--- src/rtl/sha1sh_pkg.sv ---
// Shared types, constants and helpers for the SHA-1 stream hasher.
package sha1sh_pkg;

   // Chaining state after reset and at the start of every message
   localparam logic [4:0][31:0] SHA1_INIT = {
      32'hc3d2e1f0, 32'h10325476, 32'h98badcfe, 32'hefcdab89, 32'h67452301
   };

   localparam logic [31:0] K_CH  = 32'h5a827999;
   localparam logic [31:0] K_PA1 = 32'h6ed9eba1;
   localparam logic [31:0] K_MAJ = 32'h8f1bbcdc;
   localparam logic [31:0] K_PA2 = 32'hca62c1d6;

   localparam logic [7:0] PAD_MARK = 8'h80;

   localparam int unsigned BLOCK_BYTES = 64;
   localparam int unsigned LEN_OFFSET  = 56;
   localparam int unsigned ROUNDS      = 80;
   localparam int unsigned DIGEST_WORDS = 5;

   // Round group: selects the boolean function and round constant
   typedef enum logic [1:0] {
      PH_CH  = 2'd0,
      PH_PA1 = 2'd1,
      PH_MAJ = 2'd2,
      PH_PA2 = 2'd3
   } phase_type;

   // Source of a byte shifted into the block window
   typedef enum logic [1:0] {
      BSEL_DATA = 2'd0,
      BSEL_MARK = 2'd1,
      BSEL_ZERO = 2'd2,
      BSEL_LEN  = 2'd3
   } byte_sel_type;

   // Commands from controller to datapath
   typedef struct packed {
      logic         shift_byte;
      byte_sel_type byte_sel;
      logic [2:0]   len_idx;
      logic         add_len;
      logic         load_rounds;
      logic         do_round;
      phase_type    phase;
      logic         fold;
      logic         clear_msg;
      logic [2:0]   word_idx;
   } cmd_type;

   function automatic logic [31:0] round_k(input phase_type ph);
      logic [31:0] k;
      case (ph)
         PH_CH:   k = K_CH;
         PH_PA1:  k = K_PA1;
         PH_MAJ:  k = K_MAJ;
         default: k = K_PA2;
      endcase
      return k;
   endfunction

   function automatic logic [31:0] round_f(input phase_type ph, input logic [31:0] b,
                                           input logic [31:0] c, input logic [31:0] d);
      logic [31:0] f;
      case (ph)
         PH_CH:   f = (b & c) | (~b & d);
         PH_MAJ:  f = (b & c) | (b & d) | (c & d);
         default: f = b ^ c ^ d;
      endcase
      return f;
   endfunction

endpackage

--- src/rtl/sha1_stream_hasher_core.sv ---
// Top level of the SHA-1 stream hasher: controller plus datapath.
//
//  channel | ports                                         | direction
//  --------+-----------------------------------------------+----------
//  req     | valid, stall, data_byte, has_byte, last       | in
//  rsp     | valid, stall, digest_word, word_index, last_word | out
//
// A byte beat that does not complete a block only shifts the byte in; a beat
// that completes a 64-byte block runs 80 rounds on the single round unit and
// then a fold. On a last beat, padding enters one byte a cycle up to the
// block end, and each padded block runs the rounds and a fold; then come five
// digest beats. Reset clears the chaining state, bit length and fill count.
// req_stall is high whenever the block is busy or digest words are pending;
// a stalled digest beat holds its word until taken.
module sha1_stream_hasher_core
   import sha1sh_pkg::*;
(
   input  logic        clock,
   input  logic        reset,
   input  logic        req_valid,
   output logic        req_stall,
   input  logic [7:0]  req_data_byte,
   input  logic        req_has_byte,
   input  logic        req_last,
   output logic        rsp_valid,
   input  logic        rsp_stall,
   output logic [31:0] rsp_digest_word,
   output logic [2:0]  rsp_word_index,
   output logic        rsp_last_word
);

   cmd_type cmd;

   sha1sh_ctrl u_ctrl (
      .clock          (clock),
      .reset          (reset),
      .req_valid      (req_valid),
      .req_stall      (req_stall),
      .req_has_byte   (req_has_byte),
      .req_last       (req_last),
      .rsp_valid      (rsp_valid),
      .rsp_stall      (rsp_stall),
      .rsp_word_index (rsp_word_index),
      .rsp_last_word  (rsp_last_word),
      .cmd            (cmd)
   );

   sha1sh_dp u_dp (
      .clock           (clock),
      .reset           (reset),
      .cmd             (cmd),
      .req_data_byte   (req_data_byte),
      .rsp_digest_word (rsp_digest_word)
   );

endmodule

--- src/rtl/sha1sh_dp.sv ---
// Datapath: block window, round registers, chaining state and bit length.
module sha1sh_dp
   import sha1sh_pkg::*;
(
   input  logic        clock,
   input  logic        reset,
   input  cmd_type     cmd,
   input  logic [7:0]  req_data_byte,
   output logic [31:0] rsp_digest_word
);

   // Block window: word 0 sits in the top 32 bits, bytes enter at the bottom
   logic [511:0]     window_ff, window_in;
   logic [4:0][31:0] rnd_ff, rnd_in;
   logic [4:0][31:0] chain_ff, chain_in;
   logic [63:0]      len_ff, len_in;

   logic [7:0]  byte_mux;
   logic [7:0]  len_byte;
   logic [31:0] w0, w2, w8, w13, sched_xor, sched_new;
   logic [31:0] t_sum;

   // Length byte, most significant first
   assign len_byte = 8'(len_ff >> {~cmd.len_idx, 3'b000});

   always_comb begin
      case (cmd.byte_sel)
         BSEL_DATA: byte_mux = req_data_byte;
         BSEL_MARK: byte_mux = PAD_MARK;
         BSEL_LEN:  byte_mux = len_byte;
         default:   byte_mux = 8'h00;
      endcase
   end

   // Message schedule taps at fixed places of the window
   assign w0  = window_ff[511 -: 32];
   assign w2  = window_ff[511 - 64 -: 32];
   assign w8  = window_ff[511 - 256 -: 32];
   assign w13 = window_ff[511 - 416 -: 32];
   assign sched_xor = w13 ^ w8 ^ w2 ^ w0;
   assign sched_new = {sched_xor[30:0], sched_xor[31]};

   // One compression round
   assign t_sum = {rnd_ff[0][26:0], rnd_ff[0][31:27]}
                + round_f(cmd.phase, rnd_ff[1], rnd_ff[2], rnd_ff[3])
                + rnd_ff[4] + round_k(cmd.phase) + w0;

   always_comb begin
      window_in = window_ff;
      if (cmd.shift_byte) begin
         window_in = {window_ff[503:0], byte_mux};
      end else if (cmd.do_round) begin
         window_in = {window_ff[479:0], sched_new};
      end
   end

   always_comb begin
      rnd_in = rnd_ff;
      if (cmd.load_rounds) begin
         rnd_in = chain_ff;
      end else if (cmd.do_round) begin
         rnd_in[0] = t_sum;
         rnd_in[1] = rnd_ff[0];
         rnd_in[2] = {rnd_ff[1][1:0], rnd_ff[1][31:2]};
         rnd_in[3] = rnd_ff[2];
         rnd_in[4] = rnd_ff[3];
      end
   end

   always_comb begin
      chain_in = chain_ff;
      len_in   = len_ff;
      if (cmd.clear_msg) begin
         chain_in = SHA1_INIT;
         len_in   = '0;
      end else begin
         if (cmd.fold) begin
            for (int i = 0; i < DIGEST_WORDS; i++) begin
               chain_in[i] = chain_ff[i] + rnd_ff[i];
            end
         end
         if (cmd.add_len) begin
            len_in = len_ff + 64'd8;
         end
      end
   end

   // Payload registers
   always_ff @(posedge clock) begin
      window_ff <= window_in;
      rnd_ff    <= rnd_in;
   end

   // Message state, cleared by reset
   always_ff @(posedge clock) begin
      if (reset) begin
         chain_ff <= SHA1_INIT;
         len_ff   <= '0;
      end else begin
         chain_ff <= chain_in;
         len_ff   <= len_in;
      end
   end

   // Digest word select
   always_comb begin
      case (cmd.word_idx)
         3'd1:    rsp_digest_word = chain_ff[1];
         3'd2:    rsp_digest_word = chain_ff[2];
         3'd3:    rsp_digest_word = chain_ff[3];
         3'd4:    rsp_digest_word = chain_ff[4];
         default: rsp_digest_word = chain_ff[0];
      endcase
   end

endmodule

--- src/rtl/sha1sh_ctrl.sv ---
// Controller: handshakes, byte fill, padding sequence and round counting.
module sha1sh_ctrl
   import sha1sh_pkg::*;
(
   input  logic       clock,
   input  logic       reset,
   input  logic       req_valid,
   output logic       req_stall,
   input  logic       req_has_byte,
   input  logic       req_last,
   output logic       rsp_valid,
   input  logic       rsp_stall,
   output logic [2:0] rsp_word_index,
   output logic       rsp_last_word,
   output cmd_type    cmd
);

   typedef enum logic [4:0] {
      ST_IDLE  = 5'b00001,
      ST_PAD   = 5'b00010,
      ST_ROUND = 5'b00100,
      ST_FOLD  = 5'b01000,
      ST_OUT   = 5'b10000
   } state_type;

   state_type  state_ff, state_in;
   logic [5:0] fill_ff, fill_in;
   logic [6:0] round_ff, round_in;
   logic [2:0] word_ff, word_in;
   logic       last_ff, last_in;    // message closes after the current block
   logic       mark_ff, mark_in;    // 0x80 marker already placed
   logic       extra_ff, extra_in;  // marker left no room for the length
   logic       final_ff, final_in;  // block in flight carries the length

   logic req_accept, rsp_accept;
   logic len_zone;

   assign req_stall      = reset || (state_ff != ST_IDLE);
   assign rsp_valid      = (state_ff == ST_OUT);
   assign req_accept     = req_valid && !req_stall;
   assign rsp_accept     = rsp_valid && !rsp_stall;
   assign rsp_word_index = word_ff;
   assign rsp_last_word  = (word_ff == 3'(DIGEST_WORDS - 1));
   assign len_zone       = (fill_ff >= 6'(LEN_OFFSET));

   // Next state and commands
   always_comb begin
      state_in = state_ff;
      fill_in  = fill_ff;
      round_in = round_ff;
      word_in  = word_ff;
      last_in  = last_ff;
      mark_in  = mark_ff;
      extra_in = extra_ff;
      final_in = final_ff;
      cmd      = '0;
      cmd.byte_sel = BSEL_DATA;
      cmd.phase    = PH_CH;
      cmd.len_idx  = fill_ff[2:0];
      cmd.word_idx = word_ff;

      case (round_ff) inside
         [7'd0:7'd19]:  cmd.phase = PH_CH;
         [7'd20:7'd39]: cmd.phase = PH_PA1;
         [7'd40:7'd59]: cmd.phase = PH_MAJ;
         default:       cmd.phase = PH_PA2;
      endcase

      case (state_ff)
         ST_IDLE: begin
            if (req_accept) begin
               if (req_has_byte) begin
                  cmd.shift_byte = 1'b1;
                  cmd.add_len    = 1'b1;
                  fill_in        = fill_ff + 6'd1;
                  if (fill_ff == 6'(BLOCK_BYTES - 1)) begin
                     cmd.load_rounds = 1'b1;
                     last_in  = req_last;
                     final_in = 1'b0;
                     state_in = ST_ROUND;
                  end else if (req_last) begin
                     last_in  = 1'b1;
                     state_in = ST_PAD;
                  end
               end else if (req_last) begin
                  last_in  = 1'b1;
                  state_in = ST_PAD;
               end
            end
         end
         ST_PAD: begin
            cmd.shift_byte = 1'b1;
            if (!mark_ff) begin
               cmd.byte_sel = BSEL_MARK;
            end else if (extra_ff || !len_zone) begin
               cmd.byte_sel = BSEL_ZERO;
            end else begin
               cmd.byte_sel = BSEL_LEN;
            end
            mark_in  = 1'b1;
            extra_in = extra_ff || (!mark_ff && len_zone);
            fill_in  = fill_ff + 6'd1;
            if (fill_ff == 6'(BLOCK_BYTES - 1)) begin
               cmd.load_rounds = 1'b1;
               final_in = !extra_in;
               state_in = ST_ROUND;
            end
         end
         ST_ROUND: begin
            cmd.do_round = 1'b1;
            round_in     = round_ff + 7'd1;
            if (round_ff == 7'(ROUNDS - 1)) begin
               round_in = '0;
               state_in = ST_FOLD;
            end
         end
         ST_FOLD: begin
            cmd.fold = 1'b1;
            if (!last_ff) begin
               state_in = ST_IDLE;
            end else if (final_ff) begin
               word_in  = '0;
               state_in = ST_OUT;
            end else begin
               extra_in = 1'b0;
               state_in = ST_PAD;
            end
         end
         ST_OUT: begin
            if (rsp_accept) begin
               if (word_ff == 3'(DIGEST_WORDS - 1)) begin
                  cmd.clear_msg = 1'b1;
                  word_in  = '0;
                  last_in  = 1'b0;
                  mark_in  = 1'b0;
                  extra_in = 1'b0;
                  final_in = 1'b0;
                  state_in = ST_IDLE;
               end else begin
                  word_in = word_ff + 3'd1;
               end
            end
         end
         default: begin
            state_in = ST_IDLE;
         end
      endcase
   end

   always_ff @(posedge clock) begin
      if (reset) begin
         state_ff <= ST_IDLE;
         fill_ff  <= '0;
         round_ff <= '0;
         word_ff  <= '0;
         last_ff  <= 1'b0;
         mark_ff  <= 1'b0;
         extra_ff <= 1'b0;
         final_ff <= 1'b0;
      end else begin
         state_ff <= state_in;
         fill_ff  <= fill_in;
         round_ff <= round_in;
         word_ff  <= word_in;
         last_ff  <= last_in;
         mark_ff  <= mark_in;
         extra_ff <= extra_in;
         final_ff <= final_in;
      end
   end

`ifndef SYNTHESIS
   // Input is never taken while digest words are on offer
   a_no_overlap: assert property (@(posedge clock) disable iff (reset)
      !(rsp_valid && !req_stall))
      else $error("input accepted while digest pending");

   // Folding only after the eightieth round
   a_fold_after_rounds: assert property (@(posedge clock) disable iff (reset)
      (state_ff == ST_FOLD) |-> $past(state_ff == ST_ROUND && round_ff == 7'(ROUNDS - 1)))
      else $error("fold without full round sequence");

   // Digest words only after the length-carrying block
   a_out_needs_final: assert property (@(posedge clock) disable iff (reset)
      $rose(rsp_valid) |-> (last_ff && final_ff && mark_ff && fill_ff == 6'd0))
      else $error("digest without final block");

   // Word index stays within the digest
   a_word_range: assert property (@(posedge clock) disable iff (reset)
      rsp_valid |-> (word_ff <= 3'(DIGEST_WORDS - 1)))
      else $error("digest word index out of range");
`endif

endmodule

--- config.mk ---
export PLATFORM = sky130hd
export DESIGN_NAME = sha1_stream_hasher_core
export DESIGN_NICKNAME = d
export VERILOG_FILES = /design/src/rtl/sha1sh_pkg.sv /design/src/rtl/sha1_stream_hasher_core.sv /design/src/rtl/sha1sh_dp.sv /design/src/rtl/sha1sh_ctrl.sv
export SDC_FILE = /design/constraint.sdc
export NUM_CORES = 2
export LEC_CHECK = 0
export ABC_AREA = 1
export BUFFER_PORTS_ARGS = -buffer_cell sky130_fd_sc_hd__buf_2
export CAP_MARGIN = 20
export CORE_MARGIN = 4
export CORE_UTILIZATION = 50
export CTS_CLUSTER_SIZE = 14
export DETAILED_ROUTE_END_ITERATION = 6
export GPL_ROUTABILITY_DRIVEN = 0
export HOLD_SLACK_MARGIN = 0.02
export PLACE_DENSITY_LB_ADDON = 0.15
export SLEW_MARGIN = 5
export SYNTH_ARGS = -nofsm -noshare
export SYNTH_HDL_FRONTEND = slang
export SYNTH_SLANG_ARGS = --single-unit
--- constraint.sdc ---
create_clock -name clock -period 14.6 [get_ports clock]
set_clock_uncertainty 0.15 [all_clocks]
set_input_delay 0.73 -clock clock [delete_from_list [all_inputs] [get_ports clock]]
set_output_delay 0.73 -clock clock [all_outputs]
set_load 0.02 [all_outputs]
* Yosys cells after proc, flatten, opt, wreduce, memory -nomap -nowiden *
Cells that the tools add are included.
Widths: inputs -> output; s select.

cells by class
  add/sub/neg operators = 13
  $mul = 0
  div/mod/pow operators = 0
  order comparisons = 7
  eq/ne operators = 26
  shift-type cells = 1
  muxes and demuxes = 63
  bitwise operators = 14
  reduce and logical (&&, ||, !) cells = 32

operators with widths
  kind                   count
  $mux 512               2
  $mux 160               2
  $add 32x32->32         9
  $xor 32x32->32         5
  $and 32x32->32         4
  $pmux 32 s4            1
  $or 32x32->32          3
  $pmux 32 s3            1
  $add 64x4->64 const B  1
  $pmux 32 s2            1
  $shr 64x6->8           1
  $mux 5                 10
  $not 32->32            1
  $pmux 5 s5             1
  $pmux 8 s3             1
  $mux 1                 23
  $le 7x6->1 const B     2
  $mux 2                 6
  $mux 3                 4
  $mux 6                 2
  $ne 2x1->1 const B     6
  $pmux 6 s2             1
  $reduce_bool 2->1      6
  $reduce_and 5->1       2
  other kinds (36)       61

storage, ports and cells
  register bits = 921
  latch bits = 0
  RAM bits = 0
  memory bits (read-only) = 0
  output and inout port bits = 38
  word-level logic and storage cells = 176
  memories kept = 0

* Longest topological paths before layout *
  depth after elaboration = 13
  mapped depth = 33
  mapped depth without buffers = 32

* Modules after synthesis *
From an unflattened synthesis, not the netlist that was laid out.

second synthesis, totals
  cell total of the unflattened synthesis = 7459
  area, all modules = 57468.9 um2

by module, submodules not included
  module       times used  cells each  area each (um2)  sequential area each (um2)
  sha1sh_dp    1           7204        55739.7          24603.6
  sha1sh_ctrl  1           255         1729.2           500.5

* Worst setup path before layout *
Ideal clock, no wire load.

  kind = input-to-reg
  start point = input port req_valid
  end point = register u_dp.window_ff[0] (enable)
  library setup time = 3.680 ns
  arrival time = 9.779 ns
  path slack = 0.991 ns
  stages on the path = 8
  path through = inv_1 -> nor3_4 -> nand2_2 -> nand2_2 -> inv_2 -> clkbuf_1 -> buf_2 -> nand2_1

on the way
  cells in the longest elaborated chain, start to end = 4

ends and longest elaborated chain
  item                                RTL line                       text
  start, declared                     sha1_stream_hasher_core.sv:20  input logic req_valid,
  $logic_and 1x1->1                   sha1sh_ctrl.sv:40              assign req_accept = req_valid && !req_stall;
  $mux 1                              sha1sh_ctrl.sv:71              if (req_accept) begin
  $pmux 1 s2                          sha1sh_ctrl.sv:69              case (state_ff)
  $reduce_bool 2->1 (no source line)  n/a
  end signal, assigned                sha1sh_dp.sv:90                window_ff <= window_in;
  end, declared                       sha1sh_dp.sv:13                logic [511:0] window_ff, window_in;

Every way passes these cells.
A chain may end at the register's enable or synchronous reset.

==> flow_summary.yaml <==
synth:
  mappedNetlistArea_um2: 57700
  yosys.area.top_type_share: 0.350
  synth_compound_area_frac: 0.108
  avgSynthCellArea_um2: 7.70
  synth_top_cell_by_area: "edfxtp_1"
  syn-instance-count: 7493
  synth_edf_count: 672
  synth_cell_types: 51
  synth-seq-area-share: 0.435
  async_flop_share: 0
  synth_fa_ha_area_frac: 0.0883
  muxShareOfSynthArea: 0
  synth_simple_gate_area_share: 0.266
  synthFlopType: "edfxtp_1"
  synth_top_family_by_area: "simple AND/OR/NAND/NOR gates"
  synthTopCellsByArea: "edfxtp_1, nand2_1, dfxtp_1"
  synth_common_cells: "nand2_1, inv_1, edfxtp_1, o21ai_0, nor2_1"
  syn_nets: 7839
  synth_xor_area_frac: 0.0290
  synthMostInstantiatedCell: "nand2_1"
  ys_ff_latch: 918
  synth_warnings: 0
routing:
  wl_um: 186000
  firstDrtPassIters: 7
  via_count: 51200
  routedWlPerCell_um: 20.6
  ant_nets: 0
  viasPerCell: 5.67
  drt-initial-drc-count: 6544
  drc: 12
clock_network:
  cts.sinks: 918
  cts_max_level: 3
  clock_path_buffers: 3
  post-cts-setup-buffers: 0
  numCtsBuffers: 104
  tritoncts: "done"
  postCtsHoldBufs: 0
  clk_pin_slew_ns: 0.07
  cts-root-buf: "clkbuf_16"
  ctsResizeCount: 0
  clk_latency_ns: 0.71
sta:
  hold_violations: 0
  fmax_mhz: 151
  rsz0062_at_grt: "no"
  setup_tns_ns: 0
  finalCritPeriodShare: 0.455
  min_period_ns: 6.64
  setup_viol: 0
  max_slew_margin: 0.288
  worst_pin_slew_ns: 1.07
  slew_viol_final: 0
floorplanning:
  fp.dieW_um: 348
  core_area_um2: 115000
  die_area_um2: 121000
  die_h_um: 348
  ioPinCount: 52
  rows: 124
  initial_core_util: 0.504
outcome:
  outcome: "complete, but fails checks"
  violations: "DRC"
global_route:
  grt_util_all_layers: 0.299
  antenna_found_initial: 3
  grt_max_degree: 178
  grt_pass1_vias: 46700
  overflow: 0
  grt_pass1_wl_um: 280000
critical_path:
  arrival_ns: 6.90
  cpMostUsedCell: "nand2_1"
  crit_fanout: 68
  cpMaxStageDelayCell: "buf_4"
  end_kind: "flip-flop"
  critPathMaxStageDelay_ns: 0.50
  critical_path_required_ns: 14.87
  critical_path_class: "reg2reg"
  start_kind: "flip-flop"
finish:
  fin_nets: 7773
  final_cell_count_no_fill: 9033
  design_area_um2: 62500
  drive_gt1_frac: 0.0395
  syn_to_final_growth_pct: 8.24
  num-fill-cells: 10800
placement:
  dpl-instance-area_um2: 58900
  port_buffers: 51
  hpwl_um: 136000
  post-place-cells: 8831
job:
  cap_viol_max_count: 0
power:
  power.switching_mw: 1.60
  p_per_area_nw_per_um2: 101
  p_leak_nw: 26.9
  vdd_ir_drop_max_uv: 121
  pwr-share-clk: 0.428
  total_power_mw: 6.28
  swShare: 0.255
  power_frac_seq: 0.483
  pwr-share-comb: 0.088
  p_int_mw: 4.68
worst_hold_path:
  hold_class: "in2reg"
-- layout make-up --
class,count,area [µm²],share of cell area
diodes,5,12.5,0.000200
repair buffers,91,608,0.00974
multi-input cells,5529,28400,0.455
inverters,783,2950,0.0473
clock buffers,125,2730,0.0438
well taps,1512,1890,0.0303
flip-flops and latches,918,25100,0.402
clock inverters,70,733,0.0117
-- final timing paths --
check | slack, ns | to | startpoint | depth (start not counted)
worst max-delay path | 7.96 | u_dp.rnd_ff[19]$_DFFE_PP_ | u_ctrl.round_ff[1]$_SDFFE_PP0P_ | 29
worst max register to register | 7.96 | u_dp.rnd_ff[19]$_DFFE_PP_ | u_ctrl.round_ff[1]$_SDFFE_PP0P_ | 29
worst min register to register | 0.32 | u_ctrl.fill_ff[5]$_SDFFE_PP0P_ | u_ctrl.fill_ff[5]$_SDFFE_PP0P_ | 2
worst min-delay path | 0.26 | u_ctrl.state_ff[3]$_SDFFE_PP0P_ | reset | 2
-- flip-flops by register name (all words and copies together) (netlist names) --
name and count:
u_ctrl.extra_ff 1, u_ctrl.fill_ff 6, u_ctrl.final_ff 1, u_ctrl.last_ff 1
u_ctrl.mark_ff 1, u_ctrl.round_ff 7, u_ctrl.rsp_word_index 3, u_ctrl.state_ff 5
u_dp.chain_ff 160, u_dp.len_ff 61, u_dp.rnd_ff 160, u_dp.window_ff 512
-- worst max-delay path: cells and delay by family, from the launching register on --
family / cells / cell delay [ns]
buf+inv: 6 / 1.20
flops: 1 / 0.43
fa+ha+maj: 7 / 2.49
simple gates: 11 / 1.11
compound gates: 5 / 0.94
-- metrics by stage --
step           hold WS (ns)  utilization  setup WS (ns)
6_report              0.257        0.545           7.96
5_1_grt               0.223        0.545           7.47
4_1_cts               0.195        0.545           8.10
3_5_place_dp          0.313        0.515           8.15
3_3_place_gp          0.300        0.515           8.17
2_1_floorplan         0.289            -          0.991
-- power by group through the flow --
stage	Sequential, mW	Combinational [mW]	Clock [mW]
after floorplan	3.13	0.418	0
after global routing	3.05	0.629	2.84
after global placement	3.09	0.539	0
after CTS	3.04	0.552	2.74
final	3.04	0.555	2.69
after detailed placement	3.09	0.548	0
-- kinds of logic (layout without fill, tap and decap cells) --
kind of cell,count (synthesis),in the layout
AND/OR/NAND/NOR,3867,3867
other,0,5
buffers and inverters,1046,1069
adder cells (fa/ha/maj),332,332
flip-flops,918,918
XOR/XNOR,191,191
AO/OA/AOI/OAI,1139,1139
-- layout by cell type, fill, tap and decap left out, types with 125 or more instances in the layout --
master and n:
nand2_1 2892, inv_1 777, edfxtp_1 672, o21ai_0 481, nor2_1 476, a21oi_1 434
nand3_1 288, dfxtp_1 246, ha_1 207, fa_1 125
-- metal layers --
metal  vias to the layer above  GRT usage  wire length [µm]
met5                         -          0                 0
li1                      24300          -                 -
met2                      2482      0.447             78900
met4                         0      0.144             10800
met3                       446     0.0623             19200
met1                     24000      0.417             77500
Power figures use the tool's default switching activity.
